==> config.mk <==
export PLATFORM = sky130hd
export DESIGN_NAME = signed_radix_to_ascii
export DESIGN_NICKNAME = d
export VERILOG_FILES = /design/src/rtl/core/sra_pkg.sv /design/src/rtl/core/sra_ctrl.sv /design/src/rtl/core/sra_dpath.sv /design/src/rtl/core/signed_radix_to_ascii.sv
export SDC_FILE = /design/constraint.sdc
export NUM_CORES = 1
export LEC_CHECK = 0
export BUFFER_PORTS_ARGS = -buffer_cell sky130_fd_sc_hd__clkbuf_2
export CAP_MARGIN = 10
export CORE_AREA = 2 2 344 346
export DETAILED_ROUTE_END_ITERATION = 8
export DIE_AREA = 0 0 346 348
export PLACE_DENSITY = 0.46
export SKIP_CTS_REPAIR_TIMING = 1
export SLEW_MARGIN = 10
export SYNTH_ARGS = -nofsm -noshare
export SYNTH_HDL_FRONTEND = slang
export SYNTH_SLANG_ARGS = --single-unit
==> constraint.sdc <==
create_clock -name clock -period 20.5 [get_ports clock]
set_input_delay 4.1 -clock clock [delete_from_list [all_inputs] [get_ports clock]]
set_output_delay 4.1 -clock clock [all_outputs]
set_load 0.005 [all_outputs]
==> src/rtl/core/sra_pkg.sv <==
// ---------------------------------------------------------------------------
// sra_pkg
// Shared types and constants of the signed radix to text converter: controller
// states, command and status bundles, character codes and register indexes.
// ---------------------------------------------------------------------------
package sra_pkg;

   // widths fixed by the register map and the result format
   localparam int CHAR_W      = 8;
   localparam int RADIX_W     = 6;
   localparam int DIGIT_W     = 5;
   localparam int ALPHA_SLOTS = 32;
   localparam int CSR_INDEX_W = 3;
   localparam int CSR_DATA_W  = 64;
   localparam int DIV_BITS    = 8;

   // register indexes
   localparam logic [CSR_INDEX_W-1:0] REG_RADIX  = 3'd0;
   localparam logic [CSR_INDEX_W-1:0] REG_ALPHA0 = 3'd1;
   localparam logic [CSR_INDEX_W-1:0] REG_ALPHA1 = 3'd2;
   localparam logic [CSR_INDEX_W-1:0] REG_ALPHA2 = 3'd3;
   localparam logic [CSR_INDEX_W-1:0] REG_ALPHA3 = 3'd4;

   // character codes
   localparam logic [CHAR_W-1:0] CHAR_NUL   = 8'h00;
   localparam logic [CHAR_W-1:0] CHAR_TAB   = 8'h09;
   localparam logic [CHAR_W-1:0] CHAR_CR    = 8'h0D;
   localparam logic [CHAR_W-1:0] CHAR_SPACE = 8'h20;
   localparam logic [CHAR_W-1:0] CHAR_PLUS  = 8'h2B;
   localparam logic [CHAR_W-1:0] CHAR_MINUS = 8'h2D;

   // smallest usable radix
   localparam logic [RADIX_W-1:0] RADIX_MIN = 6'd2;

   // result status codes
   localparam logic STATUS_OK  = 1'b0;
   localparam logic STATUS_ERR = 1'b1;

   typedef enum logic [2:0] {
      ST_IDLE,
      ST_CHECK,
      ST_FAIL,
      ST_DIV,
      ST_SIGN,
      ST_EMIT,
      ST_DRAIN
   } ctrl_state_type;

   typedef struct packed {
      logic load;
      logic check_step;
      logic emit_err;
      logic div_step;
      logic emit_sign;
      logic emit_read;
   } sra_cmd_type;

   typedef struct packed {
      logic alpha_bad;
      logic check_last;
      logic div_last;
      logic div_stop;
      logic neg;
      logic emit_last;
      logic pipe_idle;
   } sra_status_type;

endpackage

==> src/rtl/core/sra_ctrl.sv <==
// ---------------------------------------------------------------------------
// sra_ctrl
// Sequencer of the converter: alphabet check, digit division, sign and
// digit emission, each phase driven through commands to the datapath.
// ---------------------------------------------------------------------------
module sra_ctrl (
   input  logic                   clock,
   input  logic                   reset,
   input  logic                   start,
   output logic                   busy,
   output sra_pkg::sra_cmd_type    cmd,
   input  sra_pkg::sra_status_type status
);

   sra_pkg::ctrl_state_type state_ff;
   sra_pkg::ctrl_state_type state_in;

   // state register
   always_ff @(posedge clock) begin
      if (reset) begin
         state_ff <= sra_pkg::ST_IDLE;
      end else begin
         state_ff <= state_in;
      end
   end

   // next state
   always_comb begin
      state_in = state_ff;
      unique case (state_ff)
         sra_pkg::ST_IDLE: begin
            if (start) state_in = sra_pkg::ST_CHECK;
         end
         sra_pkg::ST_CHECK: begin
            if (status.alpha_bad) begin
               state_in = sra_pkg::ST_FAIL;
            end else if (status.check_last) begin
               state_in = sra_pkg::ST_DIV;
            end
         end
         sra_pkg::ST_FAIL: begin
            state_in = sra_pkg::ST_IDLE;
         end
         sra_pkg::ST_DIV: begin
            if (status.div_last && status.div_stop) begin
               state_in = status.neg ? sra_pkg::ST_SIGN : sra_pkg::ST_EMIT;
            end
         end
         sra_pkg::ST_SIGN: begin
            state_in = sra_pkg::ST_EMIT;
         end
         sra_pkg::ST_EMIT: begin
            if (status.emit_last) state_in = sra_pkg::ST_DRAIN;
         end
         sra_pkg::ST_DRAIN: begin
            if (status.pipe_idle) state_in = sra_pkg::ST_IDLE;
         end
         default: begin
            state_in = sra_pkg::ST_IDLE;
         end
      endcase
   end

   // commands
   always_comb begin
      cmd            = '0;
      busy           = (state_ff != sra_pkg::ST_IDLE);
      cmd.load       = (state_ff == sra_pkg::ST_IDLE) && start;
      cmd.check_step = (state_ff == sra_pkg::ST_CHECK);
      cmd.emit_err   = (state_ff == sra_pkg::ST_FAIL);
      cmd.div_step   = (state_ff == sra_pkg::ST_DIV);
      cmd.emit_sign  = (state_ff == sra_pkg::ST_SIGN);
      cmd.emit_read  = (state_ff == sra_pkg::ST_EMIT);
   end

`ifndef SYNTH
   // an accepted item always opens with the alphabet check
   a_start_to_check: assert property (@(posedge clock) disable iff (reset)
      start && !busy |=> state_ff == sra_pkg::ST_CHECK)
      else $error("accepted item did not enter the alphabet check");

   // the digit phase is only left once the quotient is exhausted or the digit buffer is full
   a_div_exit: assert property (@(posedge clock) disable iff (reset)
      state_ff == sra_pkg::ST_DIV && !(status.div_last && status.div_stop)
      |=> state_ff == sra_pkg::ST_DIV)
      else $error("division phase left early");
`endif

endmodule

==> src/rtl/core/sra_dpath.sv <==
// ---------------------------------------------------------------------------
// sra_dpath
// Datapath of the converter: configuration registers, alphabet checker,
// digit divider (eight quotient bits per cycle), digit buffer and the
// registered result stage.
// ---------------------------------------------------------------------------
module sra_dpath #(
   parameter int MAX_DIGITS = 32,
   parameter int VALUE_BITS = 32
) (
   input  logic                                 clock,
   input  logic                                 reset,
   input  logic                                 csr_write_enable,
   input  logic [sra_pkg::CSR_INDEX_W-1:0]      csr_index,
   input  logic [sra_pkg::CSR_DATA_W-1:0]       csr_data,
   input  logic signed [VALUE_BITS-1:0]         req_number,
   input  sra_pkg::sra_cmd_type                 cmd,
   output sra_pkg::sra_status_type              status,
   output logic                                 rsp_valid,
   output logic [sra_pkg::CHAR_W-1:0]           rsp_character,
   output logic                                 rsp_last,
   output logic                                 rsp_status
);

   localparam int STEPS  = (VALUE_BITS + sra_pkg::DIV_BITS - 1) / sra_pkg::DIV_BITS;
   localparam int QW     = STEPS * sra_pkg::DIV_BITS;
   localparam int STEP_W = (STEPS > 1) ? $clog2(STEPS) : 1;
   localparam int CNT_W  = $clog2(MAX_DIGITS + 1);
   localparam int IDX_W  = $clog2(MAX_DIGITS);
   localparam int SLOT_W = $clog2(sra_pkg::ALPHA_SLOTS);

   // configuration
   logic [sra_pkg::RADIX_W-1:0]                      radix_ff;
   logic [sra_pkg::ALPHA_SLOTS-1:0][sra_pkg::CHAR_W-1:0] alpha_ff;

   // working registers
   logic                         neg_ff, neg_in;
   logic [QW-1:0]                magnitude_ff, magnitude_in;
   logic [sra_pkg::DIGIT_W-1:0]  rem_ff, rem_in;
   logic [STEP_W-1:0]            step_ff, step_in;
   logic [CNT_W-1:0]             digit_total_ff, digit_total_in;
   logic [SLOT_W-1:0]            chk_ff, chk_in;
   logic [IDX_W-1:0]             rd_ptr_ff, rd_ptr_in;

   // digit buffer and read pipeline
   logic [sra_pkg::DIGIT_W-1:0]  digit_mem [MAX_DIGITS];
   logic [sra_pkg::DIGIT_W-1:0]  rd_data_ff;
   logic                         pend_ff;
   logic                         pend_last_ff;

   // result registers
   logic                         rsp_valid_ff;
   logic [sra_pkg::CHAR_W-1:0]   rsp_character_ff;
   logic                         rsp_last_ff;
   logic                         rsp_status_ff;

   // combinational helpers
   logic [VALUE_BITS-1:0]        raw_mag;
   logic [sra_pkg::CHAR_W-1:0]   cur_char;
   logic                         char_bad;
   logic                         dup_found;
   logic                         radix_bad;
   logic [sra_pkg::RADIX_W-1:0]  radix_top;
   logic [sra_pkg::DIV_BITS-1:0] div_top;
   logic [sra_pkg::DIV_BITS-1:0] qbits;
   logic [sra_pkg::DIGIT_W-1:0]  rem_next;
   logic [QW+sra_pkg::DIV_BITS-1:0] shifted;
   logic [QW-1:0]                quot_next;
   logic                         div_last;

   // configuration writes
   always_ff @(posedge clock) begin
      if (reset) begin
         radix_ff <= '0;
         alpha_ff <= '0;
      end else if (csr_write_enable) begin
         unique case (csr_index)
            sra_pkg::REG_RADIX:  radix_ff <= csr_data[sra_pkg::RADIX_W-1:0];
            sra_pkg::REG_ALPHA0: alpha_ff[0  +: 8] <= csr_data;
            sra_pkg::REG_ALPHA1: alpha_ff[8  +: 8] <= csr_data;
            sra_pkg::REG_ALPHA2: alpha_ff[16 +: 8] <= csr_data;
            sra_pkg::REG_ALPHA3: alpha_ff[24 +: 8] <= csr_data;
            default: begin
            end
         endcase
      end
   end

   // magnitude of the incoming value
   assign raw_mag = req_number[VALUE_BITS-1] ? (~req_number + 1'b1) : req_number;

   // alphabet check, one character against all later ones per cycle
   assign radix_top = radix_ff - 1'b1;
   assign radix_bad = (radix_ff < sra_pkg::RADIX_MIN) ||
                      (radix_ff > sra_pkg::RADIX_W'(sra_pkg::ALPHA_SLOTS));
   assign cur_char  = alpha_ff[chk_ff];
   assign char_bad  = (cur_char == sra_pkg::CHAR_NUL)   || (cur_char == sra_pkg::CHAR_PLUS) ||
                      (cur_char == sra_pkg::CHAR_MINUS) || (cur_char == sra_pkg::CHAR_SPACE) ||
                      ((cur_char >= sra_pkg::CHAR_TAB) && (cur_char <= sra_pkg::CHAR_CR));

   always_comb begin
      dup_found = 1'b0;
      for (int j = 0; j < sra_pkg::ALPHA_SLOTS; j++) begin
         if ((SLOT_W'(j) > chk_ff) && (sra_pkg::RADIX_W'(j) < radix_ff) &&
             (alpha_ff[j] == cur_char)) begin
            dup_found = 1'b1;
         end
      end
   end

   // one divider step: eight restoring quotient bits
   assign div_top = magnitude_ff[QW-1 -: sra_pkg::DIV_BITS];

   always_comb begin
      logic [sra_pkg::RADIX_W-1:0] trial;
      logic [sra_pkg::DIGIT_W-1:0] rem_v;
      rem_v = rem_ff;
      qbits = '0;
      for (int b = sra_pkg::DIV_BITS - 1; b >= 0; b--) begin
         trial = {rem_v, div_top[b]};
         if (trial >= radix_ff) begin
            rem_v    = sra_pkg::DIGIT_W'(trial - radix_ff);
            qbits[b] = 1'b1;
         end else begin
            rem_v    = trial[sra_pkg::DIGIT_W-1:0];
         end
      end
      rem_next = rem_v;
   end

   assign shifted   = {magnitude_ff, qbits};
   assign quot_next = shifted[QW-1:0];
   assign div_last  = (step_ff == STEP_W'(STEPS - 1));

   // status to the controller
   always_comb begin
      status            = '0;
      status.alpha_bad  = radix_bad || char_bad || dup_found;
      status.check_last = ({1'b0, chk_ff} == radix_top);
      status.div_last   = div_last;
      status.div_stop   = (quot_next == '0) || (digit_total_ff == CNT_W'(MAX_DIGITS - 1));
      status.neg        = neg_ff;
      status.emit_last  = (rd_ptr_ff == '0);
      status.pipe_idle  = !pend_ff;
   end

   // next values of the working registers
   always_comb begin
      neg_in         = neg_ff;
      magnitude_in   = magnitude_ff;
      rem_in         = rem_ff;
      step_in        = step_ff;
      digit_total_in = digit_total_ff;
      chk_in         = chk_ff;
      rd_ptr_in      = rd_ptr_ff;
      if (cmd.load) begin
         neg_in         = req_number[VALUE_BITS-1];
         magnitude_in   = QW'(raw_mag);
         rem_in         = '0;
         step_in        = '0;
         digit_total_in = '0;
         chk_in         = '0;
      end
      if (cmd.check_step) begin
         chk_in = chk_ff + 1'b1;
      end
      if (cmd.div_step) begin
         magnitude_in = quot_next;
         if (div_last) begin
            rem_in         = '0;
            step_in        = '0;
            digit_total_in = digit_total_ff + 1'b1;
            rd_ptr_in      = digit_total_ff[IDX_W-1:0];
         end else begin
            rem_in  = rem_next;
            step_in = step_ff + 1'b1;
         end
      end
      if (cmd.emit_read) begin
         rd_ptr_in = rd_ptr_ff - 1'b1;
      end
   end

   // working registers
   always_ff @(posedge clock) begin
      if (reset) begin
         digit_total_ff <= '0;
         step_ff        <= '0;
         chk_ff         <= '0;
         rd_ptr_ff      <= '0;
      end else begin
         digit_total_ff <= digit_total_in;
         step_ff        <= step_in;
         chk_ff         <= chk_in;
         rd_ptr_ff      <= rd_ptr_in;
      end
   end

   always_ff @(posedge clock) begin
      neg_ff       <= neg_in;
      magnitude_ff <= magnitude_in;
      rem_ff       <= rem_in;
   end

   // digit buffer, least significant digit first
   always_ff @(posedge clock) begin
      if (cmd.div_step && div_last) begin
         digit_mem[digit_total_ff[IDX_W-1:0]] <= rem_next;
      end
      if (cmd.emit_read) begin
         rd_data_ff <= digit_mem[rd_ptr_ff];
      end
   end

   // read pipeline flags
   always_ff @(posedge clock) begin
      if (reset) begin
         pend_ff <= 1'b0;
      end else begin
         pend_ff <= cmd.emit_read;
      end
   end

   always_ff @(posedge clock) begin
      pend_last_ff <= (rd_ptr_ff == '0);
   end

   // result stage
   always_ff @(posedge clock) begin
      if (reset) begin
         rsp_valid_ff <= 1'b0;
      end else begin
         rsp_valid_ff <= pend_ff || cmd.emit_sign || cmd.emit_err;
      end
   end

   always_ff @(posedge clock) begin
      priority if (cmd.emit_err) begin
         rsp_character_ff <= sra_pkg::CHAR_NUL;
         rsp_last_ff      <= 1'b1;
         rsp_status_ff    <= sra_pkg::STATUS_ERR;
      end else if (cmd.emit_sign) begin
         rsp_character_ff <= sra_pkg::CHAR_MINUS;
         rsp_last_ff      <= 1'b0;
         rsp_status_ff    <= sra_pkg::STATUS_OK;
      end else begin
         rsp_character_ff <= alpha_ff[rd_data_ff];
         rsp_last_ff      <= pend_last_ff;
         rsp_status_ff    <= sra_pkg::STATUS_OK;
      end
   end

   assign rsp_valid     = rsp_valid_ff;
   assign rsp_character = rsp_character_ff;
   assign rsp_last      = rsp_last_ff;
   assign rsp_status    = rsp_status_ff;

`ifndef SYNTH
   // an error item is always the only and last one
   a_err_last: assert property (@(posedge clock) disable iff (reset)
      rsp_valid_ff && (rsp_status_ff == sra_pkg::STATUS_ERR)
      |-> rsp_last_ff && (rsp_character_ff == sra_pkg::CHAR_NUL))
      else $error("error item not marked last or not zero");

   // nothing of the conversion is still in flight after its last item
   a_no_tail: assert property (@(posedge clock) disable iff (reset)
      rsp_valid_ff && rsp_last_ff |-> !pend_ff)
      else $error("digit read still pending after last item");

   // digit count stays within the buffer
   a_cnt_range: assert property (@(posedge clock) disable iff (reset)
      digit_total_ff <= CNT_W'(MAX_DIGITS))
      else $error("digit count beyond buffer depth");
`endif

endmodule

==> src/rtl/core/signed_radix_to_ascii.sv <==
// ---------------------------------------------------------------------------
// signed_radix_to_ascii
// Converts a signed value into its text form in a configurable base.
// ---------------------------------------------------------------------------
// Usage: load the radix (index 0) and the alphabet words (indexes 1 to 4)
// through the csr port while busy is low. Raise start with req_number; the
// item is taken at a clock edge where start is high and busy is low.
// Results leave byte by byte on rsp_character, marked by rsp_valid,
// most significant digit first, with a leading '-' for negative values and
// rsp_last on the final byte. A bad alphabet gives one item with rsp_status
// set, character zero and rsp_last set.
// Sequence: the alphabet check walks the used characters (it fails on the first
// check when the radix is out of range), each digit is formed by the shared
// eight-bit-per-cycle divider, then comes the sign, and the digits stream out
// one per cycle from the digit buffer through rd_data_ff and the result
// registers; busy stays high until the last item has been presented.
// Reset clears the configuration to zero and returns the sequencer to idle.
// The receiver cannot stall: every item is shown for exactly one cycle.
// ---------------------------------------------------------------------------
module signed_radix_to_ascii #(
   parameter int MAX_DIGITS = 32,
   parameter int VALUE_BITS = 32
) (
   input  logic                            clock,
   input  logic                            reset,
   input  logic                            csr_write_enable,
   input  logic [sra_pkg::CSR_INDEX_W-1:0] csr_index,
   input  logic [sra_pkg::CSR_DATA_W-1:0]  csr_data,
   input  logic                            start,
   output logic                            busy,
   input  logic signed [VALUE_BITS-1:0]    req_number,
   output logic                            rsp_valid,
   output logic [sra_pkg::CHAR_W-1:0]      rsp_character,
   output logic                            rsp_last,
   output logic                            rsp_status
);

   sra_pkg::sra_cmd_type    cmd;
   sra_pkg::sra_status_type status;

   // sequencer
   sra_ctrl u_ctrl (
      .clock  (clock),
      .reset  (reset),
      .start  (start),
      .busy   (busy),
      .cmd    (cmd),
      .status (status)
   );

   // datapath
   sra_dpath #(
      .MAX_DIGITS (MAX_DIGITS),
      .VALUE_BITS (VALUE_BITS)
   ) u_dpath (
      .clock            (clock),
      .reset            (reset),
      .csr_write_enable (csr_write_enable),
      .csr_index        (csr_index),
      .csr_data         (csr_data),
      .req_number       (req_number),
      .cmd              (cmd),
      .status           (status),
      .rsp_valid        (rsp_valid),
      .rsp_character    (rsp_character),
      .rsp_last         (rsp_last),
      .rsp_status       (rsp_status)
   );

endmodule

Word level (Yosys, flattened, before mapping)
Memories as Yosys holds them, arrays and structs flattened. A register that Yosys moved wholly into a read port is not among the register bits.
Cells that the tools add are included.
{ "totals": {"regBits": 334, "out_inout_bits": 12, "elab_cells": 372, "n_memories": 1, "input_bits": 103, "mem_bits_rw": 160} }
{ "mem_list": {"columns": ["name", "depth", "width", "read_ports", "rd_ports_with_merged_regs", "write_ports", "line_no", "rtl"], "rows": [
  ["u_dpath.digit_mem", 32, 5, 1, 1, 1, "sra_dpath.sv:46", "logic [sra_pkg::DIGIT_W-1:0] digit_mem [MAX_DIGITS];"]
]} }
{ "classes": {"mux": 81, "n_eq_ne": 53, "n_lt_le_gt_ge": 78, "bitwise": 1, "n_reduce_logical": 96, "add_sub_neg": 14} }
{ "ops": {"columns": ["operator", "n"], "rows": [
  ["$eq 8x8->1", 32],
  ["$lt 5x6->1 const A", 16],
  ["$mux 32", 3],
  ["$bmux 8 s5", 2],
  ["$gt 5x5->1 const A", 16],
  ["$mux 5", 15],
  ["$logic_and 1x1->1", 68],
  ["$ge 6x6->1", 8],
  ["$lt 4x6->1 const A", 8],
  ["$mux 1", 45],
  ["$gt 4x5->1 const A", 8],
  ["$sub 5x5->5", 8],
  ["$add 32x1->32 const B", 1],
  ["$logic_not 32->1", 1],
  ["$not 32->32", 1],
  ["$eq 8x6->1 const B", 3],
  ["$lt 3x6->1 const A", 4],
  ["$mux 6", 4],
  ["$gt 3x5->1 const A", 4],
  ["$mux 3", 6],
  ["$pmux 3 s6", 1],
  ["$mux 8", 2],
  ["$eq 3x2->1 const B", 4],
  ["$eq 3x3->1 const B", 4],
  ["other kinds (30)", 59]
]} }

Logic depth before layout (Yosys ltp)
Gate-level depths: netlist of run 1.
{ "depth": {"ltp_word": 39, "ltp_mapped": 68, "mapped_depth_nobuf": 65} }

Modules after synthesis
Synthesis of run 1 repeated with hierarchy kept, for this count alone.
{ "hier_totals": {"hier_cells": 2995, "hier_area_um2": 29097.9} }
{ "by_module_without_submodules": {"columns": ["mod", "cells_per_inst", "n_inst", "area_each_um2", "seq_area_each_um2"], "rows": [
  ["sra_dpath", 2957, 1, 28808.9, 11961.5],
  ["sra_ctrl", 38, 1, 289.0, 60.1]
]} }

Least setup slack after synthesis of run 1
OpenSTA, ideal clock, no wires.
{ "synth_timing": {"path_kind": "reg-to-reg", "start": "reg u_dpath.radix_ff[1] in the netlist's numbering", "end": "reg u_dpath.rem_ff[2] in the netlist's numbering, data pin", "required_time_ns": 20.340, "period_less_slack_ns": 15.051, "path_buffers": 4, "setup_slack_ns": 5.449, "t_arrival_ns": 14.890, "stages_incl_launch_ff": 57, "setup_time_ns": 0.160, "path_cell_list": "dfxtp_1 -> clkbuf_1 -> inv_1 -> fa_1 -> a21oi_1 -> o211ai_1 -> a21o_1 -> a21oi_1 -> mux2_2 -> ha_1 -> nor2b_1 -> o21ai_0 -> a31oi_1 -> o21ai_0 -> nand2b_1 -> clkbuf_1 -> mux2_2 -> fa_1 -> (+21 left out) -> and4_1 -> a221o_1 -> a21oi_1 -> mux2_2 -> ha_1 -> and4_1 -> a221o_1 -> a21oi_1 -> mux2_2 -> inv_1 -> ha_1 -> a21o_1 -> a21oi_1 -> o21ai_0 -> a21oi_1 -> nor2_1 -> a21oi_1 -> nor3b_1"} }
{ "synth_via": {"elab_chain_cells": 18, "word_cells_on_any_way": 26, "cone_classes": "add/sub (8); order compare (8); mux (10)"} }
{ "synth_rtl": {"columns": ["item", "line_no", "rtl"], "rows": [
  ["from (decl)", "sra_dpath.sv:33", "logic [sra_pkg::RADIX_W-1:0] radix_ff;"],
  ["from (signal assigned)", "sra_dpath.sv:78", "sra_pkg::REG_RADIX: radix_ff <= csr_data[sra_pkg::RADIX_W-1:0];"],
  ["$sub 5x5->5 or $ge 6x6->1 (tied branches)", "sra_dpath.sv:122, sra_dpath.sv:121", null],
  ["$mux 5", "sra_dpath.sv:121", "if (trial >= radix_ff) begin"],
  ["$sub 5x5->5 or $ge 6x6->1 (tied branches)", "sra_dpath.sv:122, sra_dpath.sv:121", null],
  ["$mux 5", "sra_dpath.sv:121", null],
  ["$sub 5x5->5 or $ge 6x6->1 (tied branches)", "sra_dpath.sv:122, sra_dpath.sv:121", null],
  ["$mux 5", "sra_dpath.sv:121", null],
  ["$sub 5x5->5 or $ge 6x6->1 (tied branches)", "sra_dpath.sv:122, sra_dpath.sv:121", null],
  ["$mux 5", "sra_dpath.sv:121", null],
  ["(+3 left out)", null, null],
  ["$mux 5", "sra_dpath.sv:121", null],
  ["$ge 6x6->1 or $sub 5x5->5 (tied branches)", "sra_dpath.sv:121, sra_dpath.sv:122", null],
  ["$mux 5", "sra_dpath.sv:121", null],
  ["$sub 5x5->5 or $ge 6x6->1 (tied branches)", "sra_dpath.sv:122, sra_dpath.sv:121", null],
  ["$mux 5 (*)", "sra_dpath.sv:121", null],
  ["via u_dpath.rem_next, one bit", "sra_dpath.sv:66", "logic [sra_pkg::DIGIT_W-1:0] rem_next;"],
  ["$mux 5 (*)", "sra_dpath.sv:169", "if (div_last) begin"],
  ["$mux 5 (*)", "sra_dpath.sv:167", "if (cmd.div_step) begin"],
  ["to (signal assigned)", "sra_dpath.sv:202", "rem_ff <= rem_in;"],
  ["to (decl)", "sra_dpath.sv:39", "logic [sra_pkg::DIGIT_W-1:0] rem_ff, rem_in;"]
]} }
Mark *: on every way through the listed nets, which the timed path passes. The rest lies on a longest branch.
A chain may end at the register's enable or synchronous reset.

Worst setup path in the final report of run 1
{ "layout_timing": {"start": "reg u_dpath.radix_ff[3] in the netlist's numbering", "end": "reg u_ctrl.state_ff[0]"} }
{ "layout_via": {"elab_chain_cells": 38, "word_cells_on_any_way": 173, "cone_classes": "add/sub (8); order compare (42); eq/ne (3); mux (49); reduce/logical (71)"} }
{ "layout_rtl": {"columns": ["item", "line_no", "rtl"], "rows": [
  ["parallel branches: the longest is 38 deep, another holds $ge 6x6->1", null, null],
  ["to (signal assigned)", "sra_ctrl.sv:21", "state_ff <= sra_pkg::ST_IDLE;"],
  ["to (signal assigned)", "sra_ctrl.sv:23", "state_ff <= state_in;"],
  ["to (decl)", "sra_ctrl.sv:15", "sra_pkg::ctrl_state_type state_ff;"]
]} }
Several ways; the timed one is not identified.

==> results of run 1 <==
[cell usage after synthesis, drive strengths merged (4+ instances only)]
cell	count	area [µm²]
nand3b	4	30.03
mux2	27	304.0
xor2	189	1655
and2	6	37.54
o2111ai	18	157.7
a2111oi	7	61.31
or3	14	87.58
nand2b	16	100.1
edfxtp	203	6096
clkbuf	142	533.0
o41ai	5	43.79
xnor2	98	858.3
buf	67	406.6
nand2	608	2282
o21a	4	30.03
nor2b	12	75.07
or2	12	75.07
o211ai	4	30.03
or4	9	67.56
o21ai	80	400.4
a21o	18	135.1
fa	8	160.2
nor3	44	220.2
nor2	100	377.9
ha	64	800.8
and3	6	37.54
mux4	206	4639
nor3b	11	82.58
o31ai	14	105.1
a21oi	311	1560
nand4	41	256.5
dfxtp	296	5926
a211oi	7	52.55
inv	58	217.7
nor4	33	212.7
o221ai	6	52.55
nand3	23	115.1
a31oi	11	68.82
mux2i	18	255.3
a21boi	17	127.6
[logic make-up after synthesis]
| group | count (synthesis) |
|---|---|
| multiplexers | 251 |
| XOR/XNOR | 287 |
| AND/OR/NAND/NOR | 949 |
| buffers and inverters | 268 |
| AO/OA/AOI/OAI | 525 |
| adder cells (fa/ha/maj) | 72 |
| flip-flops | 499 |
[metal layers]
metal	vias up	global-route usage	wire, µm
met5	-	0	94
li1	10293	-	-
met3	215	0.03123	8620
met1	11363	0.2536	48800
met4	16	0.08101	5196
met2	1013	0.2778	49680
[stage by stage]
stage            util  area, µm²  std cells  worst slack, ns  hold WS, ns
3_3_place_gp   0.2646      30960       4332            3.796       0.4578
4_1_cts        0.2814      32910       4435            3.366       0.4759
3_5_place_dp   0.2646      30960       4332            3.461       0.4669
6_report       0.2814      32920       4437            3.380       0.4777
2_1_floorplan       -      29040       2851            5.449       0.4288
5_1_grt        0.2814      32910       4436            1.872       0.4960
[worst max-delay path, delay by kind of cell (launching register included)]
| kind | cells | cell delay (ns) |
|---|---|---|
| simple gates | 15 | 2.88 |
| flops | 1 | 0.59 |
| fa+ha+maj | 8 | 3.08 |
| compound gates | 29 | 7.52 |
| mux | 6 | 2.16 |
| buf+inv | 2 | 0.75 |
[area by class of cell]
type | count | area share
clock buffers | 72 | 0.04751
inverters | 59 | 0.006728
multi-input cells | 2084 | 0.4830
repair buffers | 154 | 0.02676
clock inverters | 31 | 0.01190
flip-flops and latches | 499 | 0.3656
diodes | 2 | 0.0001520
well taps | 1536 | 0.05839
[registers in the layout (all words and copies together) (netlist names)]
signal	flops
u_ctrl.state_ff	3
u_dpath.alpha_ff	256
u_dpath.chk_ff	5
u_dpath.digit_mem	160
u_dpath.digit_total_ff	6
u_dpath.magnitude_ff	32
u_dpath.neg_ff	1
u_dpath.pend_ff	1
u_dpath.pend_last_ff	1
u_dpath.radix_ff	6
u_dpath.rd_data_ff	5
u_dpath.rd_ptr_ff	5
u_dpath.rem_ff	5
u_dpath.rsp_character	8
u_dpath.rsp_last	1
u_dpath.rsp_status	1
u_dpath.rsp_valid	1
u_dpath.step_ff	2
[final timing paths]
| path | slack (ns) | end | from |
|---|---|---|---|
| worst max-delay path | 3.38 | u_ctrl.state_ff[0] | u_dpath.radix_ff[3] |
| worst min-delay path | 0.48 | u_dpath.step_ff[1] | u_dpath.step_ff[1] |
| worst max register to register | 3.38 | u_ctrl.state_ff[0] | u_dpath.radix_ff[3] |
| worst min register to register | 0.48 | u_dpath.step_ff[1] | u_dpath.step_ff[1] |
==> results.yml, run 1 <==
sta:
  hold_viol_final: 0
  skew_ns: 0.05049
  tns_ns: 0
  relSlewSlack: 0.1906
  fmax_mhz: 58.41
  fin_crit_ns: 17.12
  setup_viol: 0
  grt_setup_unrepaired: "false"
  post-route-period-util: 0.8351
  final_max_slew_viol_count: 0
  max_slew.worst_pin.slew_ns: 1.214
logic_synthesis:
  synth_xor_area_frac: 0.08657
  synthMuxAreaShare: 0.1790
  synth_seq_cells: 499
  synth_compound_area_frac: 0.1045
  async_flop_share: 0
  syn_nets: 3026
  ys_warn_count: 0
  synthSimpleGateAreaFrac: 0.1428
  syn-cell-area_um2: 29040
  synth_cell_types: 73
  synth_top_family_by_area: "multiplexers"
  synth_edf_count: 203
  ys_seq_area_frac: 0.4140
  synth_ff_type: "dfxtp_1"
  synth-adder-area-share: 0.03309
  avgSynthCellArea_um2: 10.18
  netlist_instances: 2851
setup_path:
  rr_worst_depth: 60
  end_kind: "flop"
  critPathLaunchType: "flop"
  path_class: "reg -> reg"
  slowest_delay_ns: 0.73
  slowest_stage: "a21oi_1"
  worst_ep_required_time_ns: 21.04
  crit_arrival_ns: 17.66
  crit_fanout: 16
  cpMostUsedCell: "o21ai_0"
grt:
  grt_util_all_layers: 0.1825
  grt_max_degree: 111
  grt_overflow: 0
  grt_pass1_wl_mm: 161.9
  first_global_vias: 21932
  antenna_found_initial: 14
floorplan:
  start_util: 0.2482
  die-area_um2: 120400
  io_pins: 115
  die_y_um: 348
  die_w_um: 346
  rows: 126
  coreArea_um2: 117000
layout:
  final_nets: 3029
  final_common_cell: "nand2_1"
  drive_gt1_frac: 0.1776
  nFillCells: 12322
  area_growth_pct: 13.37
  layout_common_cells: "608 x nand2_1, 309 x a21oi_1, 290 x dfxtp_1, 206 x mux4_2, 203 x edfxtp_1"
  regArea_um2: 12030
  multi_input_area_um2: 15900
clocking:
  cts_tree: "yes"
  clock_sinks: 499
  numCtsBuffers: 56
  clock_path_buffers: 3
  clk_latency_ns: 0.68
  cts_root_buffer: "clkbuf_16"
  clkTransAtPathRegs_ns: 0.06
  h-tree-depth: 2
hold_path:
  whs_path_depth: 2
  hp-class: "reg -> reg"
drt:
  wl_per_cell_um: 25.33
  drc: 0
  vias: 22900
  drtIter0Drc: 2747
  viasPerCell: 5.161
  drt-total-wl_mm: 112.4
  drtAntennaViolNets: 0
  firstDrtPassIters: 5
outcome:
  status: "finished clean"
placed_design:
  gp_congestion: 1.015
  port-buffer-count: 114
  hpwl_mm: 80.49
run:
  drv_cap: 0
Power of run 1 is left out: the tool's default activity adds up to more than one toggle a clock period on the data nets, which glitch-free logic cannot reach.
==> inputs of run 2 (changes only) <==
Clock period 20.5 ns to 16.68 ns, I/O delays scaled along.
==> run 2 against run 1 <==
  * Flip-flop and latch count is the same
  * Cell count is essentially flat
  * First-iteration DRC count grew 2.3%
  * Routed wire length is essentially flat
  * Sequential share of layout area is essentially flat
  * Critical endpoint unchanged
==> results.yml, run 2 (synthesis gave the netlist of run 1 again) <==
setup_path:
  r2r_slack_ns: 1.42
  slowest_delay_ns: 0.46
  crit_end: "u_ctrl.state_ff[0]"
  rr_worst_depth: 64
  crit_fanout: 10
  worst_ep_required_time_ns: 17.22
  crit_arrival_ns: 15.80
  cpMostUsedCell: "o21ai_0"
  slowest_stage: "fa_1"
  critPathLaunchType: "flop"
  critical_path.startpoint: "u_dpath.magnitude_ff[31]"
  r2r_start: "u_dpath.magnitude_ff[31]"
  end_kind: "flop"
  reg2reg_to: "u_ctrl.state_ff[0]"
  path_class: "reg -> reg"
grt:
  grt_use_met2: 0.2812
  gr-usage-met3: 0.03112
  grt_overflow: 0
  grt_pass1_wl_mm: 163.5
  top_usage_layer: "met2"
  first_global_vias: 22226
  grt_max_degree: 119
  antenna_found_initial: 14
  grt_util_all_layers: 0.1831
  use_met1: 0.2582
drt:
  viasPerCell: 5.179
  wl_per_cell_um: 25.32
  drc: 0
  drtIter0Drc: 2809
  vias: 22993
  drtAntennaViolNets: 0
  firstDrtPassIters: 6
  drt-total-wl_mm: 112.4
clocking:
  cts_tree: "yes"
  clkTransAtPathRegs_ns: 0.07
  numCtsBuffers: 56
  clock_path_buffers: 3
  clk_latency_ns: 0.65
  h-tree-depth: 2
  cts_root_buffer: "clkbuf_16"
  clock_sinks: 499
floorplan:
  die_y_um: 348
  coreArea_um2: 117000
  start_util: 0.2482
  die_w_um: 346
  die-area_um2: 120400
  rows: 126
  io_pins: 115
layout:
  final_util: 0.2811
  regArea_um2: 12030
  final_nets: 3032
  drive_gt1_frac: 0.1799
  final_common_cell: "nand2_1"
  nFillCells: 12349
  regMostFlops: "u_dpath.alpha_ff"
  area_growth_pct: 13.26
  layout_common_cells: "608 x nand2_1, 305 x a21oi_1, 290 x dfxtp_1, 206 x mux4_2, 203 x edfxtp_1"
  multi_input_area_um2: 15930
  largest_reg_flops: 256
run:
  drv_cap: 0
sta:
  final_max_slew_viol_count: 0
  hold_ws_ns: 0.4791
  tns_ns: 0
  setup_viol: 0
  max_slew.worst_pin.slew_ns: 1.232
  grt_setup_unrepaired: "false"
  hold_viol_final: 0
  skew_ns: 0.03008
  relSlewSlack: 0.1787
  fin_crit_ns: 15.26
  fmax_mhz: 65.52
  post-route-period-util: 0.9150
outcome:
  status: "finished clean"
placed_design:
  gp_congestion: 1.002
  port-buffer-count: 114
  hpwl_mm: 80.99
hold_path:
  hp-class: "reg -> reg"
## run 2: how the worst min path moves through the flow
stage | from | endpoint | cells after the start
final | u_dpath.step_ff[1] | u_dpath.step_ff[1] | 2
after global routing | u_dpath.alpha_ff[0] | u_dpath.alpha_ff[0] | 2
after CTS | u_dpath.step_ff[1] | u_dpath.step_ff[1] | 2
after detailed placement | u_dpath.step_ff[1] | u_dpath.step_ff[1] | 2
after global placement | u_dpath.step_ff[1] | u_dpath.step_ff[1] | 2
after floorplan | u_dpath.pend_last_ff | u_dpath.rsp_last | 2
## run 2: per-stage QoR
step           area (µm²)  cells  worst slack (ns)
2_1_floorplan       29040   2851             1.629
3_3_place_gp        30980   4335            0.5411
3_5_place_dp        30980   4335            0.3341
4_1_cts             32850   4438            0.1749
5_1_grt             32880   4439           0.05245
6_report            32880   4440             1.417
## run 2: routing by layer
metal	share of wire	wire length, µm
met2	0.44	49790
met1	0.44	49940
met5	0.00080	90
met3	0.074	8279
met4	0.038	4311
## run 2: worst max-delay path, delay by kind of cell, from the launching register on
kind                       cells  cell delay (ns)
and+or+nand+nor               16             2.95
AOI/OAI and AO/OA             29             6.38
adders and majority gates      9             2.91
buffers and inverters          4             0.40
muxes                          6             2.14
DFF                            1             0.40
## run 2: final cells by class
type,instances,area share
multi-input combinational,2084,0.4844
sequential,499,0.3660
tap,1536,0.05844
clock buffer,71,0.04680
timing repair buffer,157,0.02747
clock inverter,32,0.01008
inverter,59,0.006735
antenna,2,0.0001522
Power of run 2 is left out for the same reason.
